### src/design/rgpc_pkg.sv
// Package for the RGB gain block with ratio-preserving clamp.
// Holds payload structs, register indexes, depth codes and pipeline types.
// No dependencies.
package rgpc_pkg;

  localparam int PIX_W    = 8;
  localparam int GAIN_W   = 16;
  localparam int PROD_W   = PIX_W + GAIN_W;
  localparam int NUM_W    = 2 * PIX_W;
  localparam int CFG_IDX_W  = 1;
  localparam int CFG_DATA_W = 16;
  localparam int NUM_CH   = 3;

  localparam logic [GAIN_W-1:0]    GAIN_RESET = 16'd4096;
  localparam logic [CFG_IDX_W-1:0] CFG_GAIN   = 1'd0;
  localparam logic [CFG_IDX_W-1:0] CFG_DEPTH  = 1'd1;

  typedef enum logic [1:0] {
    DEPTH_24    = 2'd0,
    DEPTH_32    = 2'd1,
    DEPTH_UNSUP = 2'd2
  } depth_mode_e;

  typedef struct packed {
    logic [PIX_W-1:0] red_in;
    logic [PIX_W-1:0] green_in;
    logic [PIX_W-1:0] blue_in;
    logic [PIX_W-1:0] alpha_in;
    logic             last_in;
  } pix_in_t;

  typedef struct packed {
    logic [PIX_W-1:0] red_out;
    logic [PIX_W-1:0] green_out;
    logic [PIX_W-1:0] blue_out;
    logic [PIX_W-1:0] alpha_out;
    logic             last_out;
  } pix_out_t;

  // Classified item as it waits between front and back.
  typedef struct packed {
    logic [NUM_CH-1:0][PIX_W-1:0] chan;
    logic [PIX_W-1:0]             alpha;
    logic                         last;
    logic                         bypass;
  } q_entry_t;

  // After the gain multiply.
  typedef struct packed {
    logic [NUM_CH-1:0][PROD_W-1:0] prod;
    logic [NUM_CH-1:0][PIX_W-1:0]  raw;
    logic [PIX_W-1:0]              cmax;
    logic [PIX_W-1:0]              alpha;
    logic                          last;
    logic                          bypass;
  } mul_t;

  // Divider stage contents.
  typedef struct packed {
    logic [NUM_CH-1:0][NUM_W-1:0] rem;
    logic [NUM_CH-1:0][PIX_W-1:0] quo;
    logic [NUM_CH-1:0][PIX_W-1:0] direct;
    logic [PIX_W-1:0]             dvs;
    logic [PIX_W-1:0]             alpha;
    logic                         last;
    logic                         clamp;
  } div_t;

endpackage

### src/design/rgpc_front.sv
// Front end: holds the configuration registers and classifies incoming pixels.
// Depends on rgpc_pkg.
module rgpc_front import rgpc_pkg::*; (
  input  logic                  clk_i,
  input  logic                  rst_ni,
  input  logic                  cfg_we_i,
  input  logic [CFG_IDX_W-1:0]  cfg_idx_i,
  input  logic [CFG_DATA_W-1:0] cfg_wdata_i,
  input  logic                  push_i,
  input  pix_in_t               pix_i,
  input  logic                  q_full_i,
  output logic                  q_wr_o,
  output q_entry_t              q_entry_o,
  output logic [GAIN_W-1:0]     gain_o
);

  logic [GAIN_W-1:0] gain_q;
  logic [1:0]        depth_q;

  always_ff @(posedge clk_i or negedge rst_ni) begin
    if (!rst_ni) begin
      gain_q  <= GAIN_RESET;
      depth_q <= DEPTH_24;
    end else if (cfg_we_i) begin
      case (cfg_idx_i)
        CFG_GAIN:  gain_q  <= cfg_wdata_i[GAIN_W-1:0];
        CFG_DEPTH: depth_q <= cfg_wdata_i[1:0];
        default:   ;
      endcase
    end
  end

  always_comb begin
    q_entry_o.chan[0] = pix_i.red_in;
    q_entry_o.chan[1] = pix_i.green_in;
    q_entry_o.chan[2] = pix_i.blue_in;
    q_entry_o.last    = pix_i.last_in;
    q_entry_o.bypass  = !(depth_q == DEPTH_24 || depth_q == DEPTH_32);
    // 24-bit pixels carry no alpha
    q_entry_o.alpha   = (depth_q == DEPTH_24) ? '0 : pix_i.alpha_in;
  end

  assign q_wr_o = push_i && !q_full_i;
  assign gain_o = gain_q;

endmodule

### src/design/rgpc_fifo.sv
// Short first-word-fall-through queue between front and back.
// Depends on rgpc_pkg for the entry type.
module rgpc_fifo import rgpc_pkg::*; #(
  parameter int DEPTH = 4
) (
  input  logic     clk_i,
  input  logic     rst_ni,
  input  logic     wr_i,
  input  q_entry_t wdata_i,
  input  logic     rd_i,
  output q_entry_t rdata_o,
  output logic     full_o,
  output logic     valid_o
);

  localparam int PTR_W = (DEPTH > 1) ? $clog2(DEPTH) : 1;
  localparam int CNT_W = $clog2(DEPTH + 1);

  q_entry_t           mem_q [DEPTH];
  logic [PTR_W-1:0]   wr_ptr_q, wr_ptr_d, rd_ptr_q, rd_ptr_d;
  logic [CNT_W-1:0]   cnt_q, cnt_d;
  logic               do_rd;

  assign full_o  = (cnt_q == CNT_W'(DEPTH));
  assign valid_o = (cnt_q != '0);
  assign do_rd   = rd_i && valid_o;
  assign rdata_o = mem_q[rd_ptr_q];

  always_comb begin
    wr_ptr_d = wr_ptr_q;
    rd_ptr_d = rd_ptr_q;
    cnt_d    = cnt_q;
    if (wr_i) begin
      wr_ptr_d = (wr_ptr_q == PTR_W'(DEPTH - 1)) ? '0 : wr_ptr_q + 1'b1;
    end
    if (do_rd) begin
      rd_ptr_d = (rd_ptr_q == PTR_W'(DEPTH - 1)) ? '0 : rd_ptr_q + 1'b1;
    end
    if (wr_i && !do_rd) begin
      cnt_d = cnt_q + 1'b1;
    end else if (!wr_i && do_rd) begin
      cnt_d = cnt_q - 1'b1;
    end
  end

  always_ff @(posedge clk_i or negedge rst_ni) begin
    if (!rst_ni) begin
      wr_ptr_q <= '0;
      rd_ptr_q <= '0;
      cnt_q    <= '0;
    end else begin
      wr_ptr_q <= wr_ptr_d;
      rd_ptr_q <= rd_ptr_d;
      cnt_q    <= cnt_d;
    end
  end

  always_ff @(posedge clk_i) begin
    if (wr_i) begin
      mem_q[wr_ptr_q] <= wdata_i;
    end
  end

endmodule

### src/design/rgpc_back.sv
// Back end: gain multiply, clamp decision and a one-bit-per-stage divider
// that rescales clamped pixels to floor(c * 255 / cmax). Depends on rgpc_pkg.
module rgpc_back import rgpc_pkg::*; #(
  parameter int GAIN_FRAC_BITS = 12
) (
  input  logic              clk_i,
  input  logic              rst_ni,
  input  logic [GAIN_W-1:0] gain_i,
  input  q_entry_t          q_entry_i,
  input  logic              q_valid_i,
  output logic              q_rd_o,
  input  logic              pop_i,
  output logic              empty_o,
  output pix_out_t          pix_o
);

  localparam int NSTG = PIX_W + 1;
  localparam logic [PROD_W-1:0] THRESH = PROD_W'(255) << GAIN_FRAC_BITS;

  logic            en;
  logic            s1_vld_q;
  mul_t            s1_q, s1_d;
  logic [NSTG-1:0] stg_vld_q;
  div_t            stg_q [NSTG];
  div_t            s2_d;
  logic [PROD_W-1:0] max_p;

  // Whole pipeline advances unless the finished item is held.
  assign en     = !stg_vld_q[NSTG-1] || pop_i;
  assign q_rd_o = en && q_valid_i;

  always_comb begin
    s1_d.raw    = q_entry_i.chan;
    s1_d.alpha  = q_entry_i.alpha;
    s1_d.last   = q_entry_i.last;
    s1_d.bypass = q_entry_i.bypass;
    for (int ch = 0; ch < NUM_CH; ch++) begin
      s1_d.prod[ch] = PROD_W'(q_entry_i.chan[ch]) * PROD_W'(gain_i);
    end
    s1_d.cmax = (q_entry_i.chan[0] > q_entry_i.chan[1]) ? q_entry_i.chan[0]
                                                        : q_entry_i.chan[1];
    if (q_entry_i.chan[2] > s1_d.cmax) begin
      s1_d.cmax = q_entry_i.chan[2];
    end
  end

  // With equal gain on all channels, s * 255 / max(s) equals c * 255 / cmax.
  always_comb begin
    max_p = (s1_q.prod[0] > s1_q.prod[1]) ? s1_q.prod[0] : s1_q.prod[1];
    if (s1_q.prod[2] > max_p) begin
      max_p = s1_q.prod[2];
    end
    s2_d.clamp = !s1_q.bypass && (max_p > THRESH);
    s2_d.dvs   = s1_q.cmax;
    s2_d.alpha = s1_q.alpha;
    s2_d.last  = s1_q.last;
    s2_d.quo   = '0;
    for (int ch = 0; ch < NUM_CH; ch++) begin
      s2_d.direct[ch] = s1_q.bypass ? s1_q.raw[ch]
                                    : PIX_W'(s1_q.prod[ch] >> GAIN_FRAC_BITS);
      s2_d.rem[ch]    = {s1_q.raw[ch], {PIX_W{1'b0}}} - NUM_W'(s1_q.raw[ch]);
    end
  end

  always_ff @(posedge clk_i or negedge rst_ni) begin
    if (!rst_ni) begin
      s1_vld_q     <= 1'b0;
      stg_vld_q[0] <= 1'b0;
    end else if (en) begin
      s1_vld_q     <= q_valid_i;
      stg_vld_q[0] <= s1_vld_q;
    end
  end

  always_ff @(posedge clk_i) begin
    if (en) begin
      s1_q     <= s1_d;
      stg_q[0] <= s2_d;
    end
  end

  // Restoring divide, one quotient bit per stage, MSB first.
  for (genvar j = 0; j < PIX_W; j++) begin : g_div
    logic [NUM_W-1:0] trial;
    div_t             nxt;

    assign trial = NUM_W'(stg_q[j].dvs) << (PIX_W - 1 - j);

    always_comb begin
      nxt = stg_q[j];
      for (int ch = 0; ch < NUM_CH; ch++) begin
        if (stg_q[j].rem[ch] >= trial) begin
          nxt.rem[ch]              = stg_q[j].rem[ch] - trial;
          nxt.quo[ch][PIX_W-1-j]   = 1'b1;
        end
      end
    end

    always_ff @(posedge clk_i or negedge rst_ni) begin
      if (!rst_ni) begin
        stg_vld_q[j+1] <= 1'b0;
      end else if (en) begin
        stg_vld_q[j+1] <= stg_vld_q[j];
      end
    end

    always_ff @(posedge clk_i) begin
      if (en) begin
        stg_q[j+1] <= nxt;
      end
    end
  end

  always_comb begin
    pix_o.red_out   = stg_q[NSTG-1].clamp ? stg_q[NSTG-1].quo[0] : stg_q[NSTG-1].direct[0];
    pix_o.green_out = stg_q[NSTG-1].clamp ? stg_q[NSTG-1].quo[1] : stg_q[NSTG-1].direct[1];
    pix_o.blue_out  = stg_q[NSTG-1].clamp ? stg_q[NSTG-1].quo[2] : stg_q[NSTG-1].direct[2];
    pix_o.alpha_out = stg_q[NSTG-1].alpha;
    pix_o.last_out  = stg_q[NSTG-1].last;
  end

  assign empty_o = !stg_vld_q[NSTG-1];

endmodule

### src/design/rgb_gain_ratio_preserving_clamp.sv
// Top level of the RGB gain block with ratio-preserving clamp.
// Instantiates rgpc_front, rgpc_fifo and rgpc_back; uses rgpc_pkg.
//
//   channel   ports                               accepted when
//   input     push, full, pix_i                   push && !full
//   result    pop, empty, pix_o                   pop && !empty
//   config    cfg_we_i, cfg_idx_i, cfg_wdata_i    cfg_we_i
//
// One pixel per clock in and out while results are popped and full is low.
// Stages: the gain multiply, the clamp decision and eight divider stages.
// Reset clears the queue and pipeline and sets gain to 1.0 and 24-bit depth.
// A held result stalls the back pipeline; the queue keeps taking pixels
// until its QUEUE_DEPTH entries are filled.
module rgb_gain_ratio_preserving_clamp import rgpc_pkg::*; #(
  parameter int GAIN_FRAC_BITS = 12,
  parameter int QUEUE_DEPTH    = 4
) (
  input  logic                  clk_i,
  input  logic                  rst_ni,
  input  logic                  cfg_we_i,
  input  logic [CFG_IDX_W-1:0]  cfg_idx_i,
  input  logic [CFG_DATA_W-1:0] cfg_wdata_i,
  input  logic                  push,
  output logic                  full,
  input  pix_in_t               pix_i,
  input  logic                  pop,
  output logic                  empty,
  output pix_out_t              pix_o
);

  logic              q_wr, q_rd, q_full, q_valid;
  q_entry_t          q_wdata, q_rdata;
  logic [GAIN_W-1:0] gain;

  assign full = q_full;

  rgpc_front u_front (
    .clk_i       (clk_i),
    .rst_ni      (rst_ni),
    .cfg_we_i    (cfg_we_i),
    .cfg_idx_i   (cfg_idx_i),
    .cfg_wdata_i (cfg_wdata_i),
    .push_i      (push),
    .pix_i       (pix_i),
    .q_full_i    (q_full),
    .q_wr_o      (q_wr),
    .q_entry_o   (q_wdata),
    .gain_o      (gain)
  );

  rgpc_fifo #(
    .DEPTH (QUEUE_DEPTH)
  ) u_fifo (
    .clk_i   (clk_i),
    .rst_ni  (rst_ni),
    .wr_i    (q_wr),
    .wdata_i (q_wdata),
    .rd_i    (q_rd),
    .rdata_o (q_rdata),
    .full_o  (q_full),
    .valid_o (q_valid)
  );

  rgpc_back #(
    .GAIN_FRAC_BITS (GAIN_FRAC_BITS)
  ) u_back (
    .clk_i     (clk_i),
    .rst_ni    (rst_ni),
    .gain_i    (gain),
    .q_entry_i (q_rdata),
    .q_valid_i (q_valid),
    .q_rd_o    (q_rd),
    .pop_i     (pop),
    .empty_o   (empty),
    .pix_o     (pix_o)
  );

endmodule
### config.mk
export PLATFORM = sky130hd
export DESIGN_NAME = rgb_gain_ratio_preserving_clamp
export DESIGN_NICKNAME = d
export VERILOG_FILES = /design/src/design/rgpc_pkg.sv /design/src/design/rgpc_front.sv /design/src/design/rgpc_fifo.sv /design/src/design/rgpc_back.sv /design/src/design/rgb_gain_ratio_preserving_clamp.sv
export SDC_FILE = /design/constraint.sdc
export NUM_CORES = 2
export LEC_CHECK = 0
export ABC_CLOCK_PERIOD_IN_PS = 76600
export BUFFER_PORTS_ARGS = -buffer_cell sky130_fd_sc_hd__buf_2
export CORE_UTILIZATION = 30
export CTS_BUF_LIST = sky130_fd_sc_hd__clkbuf_4
export DETAILED_ROUTE_END_ITERATION = 12
export PLACE_DENSITY_LB_ADDON = 0.1
export SETUP_SLACK_MARGIN = 0.4
export SYNTH_ARGS = -nofsm -noshare
export SYNTH_HDL_FRONTEND = slang
export SYNTH_SLANG_ARGS = --single-unit
### constraint.sdc
create_clock -name clk_i -period 76.6 [get_ports clk_i]
set_input_delay 15.32 -clock clk_i [delete_from_list [all_inputs] [get_ports clk_i]]
set_output_delay 15.32 -clock clk_i [all_outputs]
set_load 0.01 [all_outputs]
==> results.yml <==
run_status:
  status: "finished clean"
floorplanning:
  start_util_pct: 30.26
  core_area_sq_um: 202700
  dieArea_sq_um: 206300
  die_h_um: 454.2
  num_io_pins: 90
  fp.dieW_um: 454.2
  rows: 165
detailed_routing:
  drt-pass1-iter-count: 5
  drc: 0
  finalWirelength_um: 142400
  ant_nets: 0
  vias: 35807
  via_per_inst: 4.518
  wl_per_cell_um: 17.97
  drtIter0Drc: 1459
finish:
  final_area_sq_um: 68970
  fillers: 20200
  utilization_pct: 34.02
  layout.nets: 5754
  drive_gt1_share_pct: 14.90
  area_growth_pct: 12.42
critical_path:
  worst_ep_arrival_time_ns: 20.40
  start_kind: "input pin"
  critPathRequiredTime_ns: 77.41
  critPathKind: "in -> reg"
  end_kind: "flop"
  cp_max_fo: 80
synthesis:
  synth-simple-area-share_pct: 9.920
  ys_types: 72
  ys_seq_elements: 1147
  yosys_warnings: 0
  async_flop_share_pct: 3.051
  synth_xor_area_share_pct: 3.312
  synthMuxAreaShare_pct: 3.679
  syn_nets: 5408
  synth_top_family_by_area: "adder cells"
  syn_area_per_cell_sq_um: 13.10
  syn_inst: 4682
  synth_edf_count: 1112
  synth_compound_area_share_pct: 6.624
  syn_area_sq_um: 61350
  synth_fa_ha_area_share_pct: 17.04
  synth_flop_cell: "edfxtp_1"
  ys_seq_area_share_pct: 55.86
run:
  drv_cap: 0
cts:
  clock-sinks: 1147
  htreeDepth: 5
  clk_pin_slew_worst_paths_ns: 0.06
  clk_latency_ns: 1.31
  post_cts_resized: 0
  cts-hold-fix-buffers: 0
  cts_tree: "yes"
  cts_buffers: 336
  cts.path.max_buffers: 4
  clockRootBuffer: "clkbuf_4"
  cts_setup_buffers: 0
placed_design:
  port_buffers: 89
  gp_congestion: 0.8509
  post-dp-hpwl_um: 103400
  dpl_cell_area_sq_um: 64990
grt:
  grt_overflow: 0
  grtUsageTotal_pct: 13.95
  grt_max_degree: 168
  grt_pass1_wl_um: 220100
  grt_pass1_vias: 38640
  antenna_found_initial: 8
sta:
  final-hold-violation-count: 0
  worstMarginPinSlew_ns: 1.135
  finalSetupTns_ns: 0
  fmax_mhz: 51.04
  rsz0062_at_grt: "false"
  min_period_ns: 19.59
  setup_violations: 0
  min_period_over_period_pct: 25.58
  maxSlewViolCount: 0
  clock_skew_ns: 0.1339
  relSlewSlack_pct: 24.18
min_path:
  hp-class: "reg -> reg"
[Yosys cell counts (50+ instances only)]
cell type	n	area share, %
a21o_1	81	0.99
xnor2_1	148	2.1
nor2_1	255	1.6
ha_1	397	8.1
and2_1	182	1.9
nor3_1	60	0.49
o21ai_0	167	1.4
mux2_2	88	1.6
xor2_1	84	1.2
inv_1	450	2.8
mux2i_1	50	0.82
clkbuf_1	89	0.54
nand2b_1	51	0.52
nand2_1	398	2.4
fa_1	274	8.9
a21oi_1	210	1.7
nor2b_1	75	0.76
nor4_1	50	0.51
edfxtp_1	1112	54
[layer usage]
metal | share of wire (%) | vias up | routed length (um) | GRT usage [%]
met3 | 3.6 | 336 | 5079 | 2.831
met1 | 41 | 17287 | 58720 | 15.61
met5 | 0.041 | - | 58 | 0
li1 | - | 17564 | - | -
met4 | 3.5 | 8 | 4983 | 6.045
met2 | 52 | 612 | 73600 | 25.45
[metrics by stage]
stage               std cells  setup WS, ns  hold slack, ns
floorplan                4682         31.05          0.4003
global placement         7362         55.65          0.4009
detailed placement       7362         55.58          0.4045
CTS                      7915         56.99          0.2805
global route             7924         56.63          0.2970
finish                   7925         57.01          0.2977
[state kept, by name (all words and copies together) (netlist names)]
name,count
u_fifo.cnt_q,3
u_back.s1_vld_q,1
u_back.stg_q,862
u_fifo.rd_ptr_q,2
u_fifo.wr_ptr_q,2
u_front.gain_o,16
u_back.stg_vld_q,9
u_back.s1_q,114
u_fifo.mem_q,136
u_front.depth_q,2
[layout by cell type, fill, tap and decap left out, drive strengths merged, types with 61 or more instances in the layout]
cell    count
fa        274
xnor2     148
nor2      255
nor3       61
inv       456
a21o       82
clkinv     70
xor2       84
mux2       88
nand2     398
o21ai     172
edfxtp   1112
clkbuf    473
nor2b      76
ha        397
a21oi     211
buf       130
and2      182
[critical path: stages]
cell	delay (ns)
buf_2	0.09
nand2b_4	0.49
buf_4	0.70
buf_4	0.79
buf_4	0.58
buf_4	0.60
buf_4	0.75
buf_4	0.87
[area by class of cell]
| class | count | area [sq um] | area share, % |
|---|---|---|---|
| flip-flops and latches | 1147 | 34270 | 49.69 |
| multi-input cells | 2963 | 24930 | 36.14 |
| clock buffers | 473 | 3551 | 5.148 |
| well taps | 2672 | 3343 | 4.847 |
| inverters | 450 | 1689 | 2.449 |
| repair buffers | 130 | 765.7 | 1.110 |
| clock inverters | 80 | 399.1 | 0.5787 |
| diodes | 10 | 25.02 | 0.03628 |
[final timing paths]
| path | cells past startpoint | endpoint | slack [ns] | startpoint |
|---|---|---|---|---|
| worst max-delay path | 8 | u_back.stg_q[0][712] | 57.01 | pop |
| worst min-delay path | 0 | u_back.stg_q[0][826] | 0.30 | u_back.stg_q[0][712] |
| worst max register to register | 19 | u_back.s1_q[89] | 69.35 | u_fifo.rd_ptr_q[0] |
| worst min register to register | 0 | u_back.stg_q[0][826] | 0.30 | u_back.stg_q[0][712] |
| max in group asynchronous | 1 | u_front.gain_o[5] | 61.79 | rst_ni |
| min in group asynchronous | 1 | u_fifo.cnt_q[2] | 14.21 | rst_ni |
[logic make-up (layout without fill, tap and decap cells)]
| kind of cell | count (synthesis) | count (layout) |
|---|---|---|
| AOI/OAI and AO/OA | 656 | 656 |
| xor gates and xnor gates | 232 | 232 |
| adders and majority gates | 671 | 671 |
| buffers and inverters | 572 | 1133 |
| DFF | 1147 | 1147 |
| muxes | 172 | 172 |
| other | 0 | 10 |
| and+or+nand+nor | 1232 | 1232 |
Power is left out: the tool's default activity adds up to more than one toggle a clock period on the data nets, which glitch-free logic cannot reach.
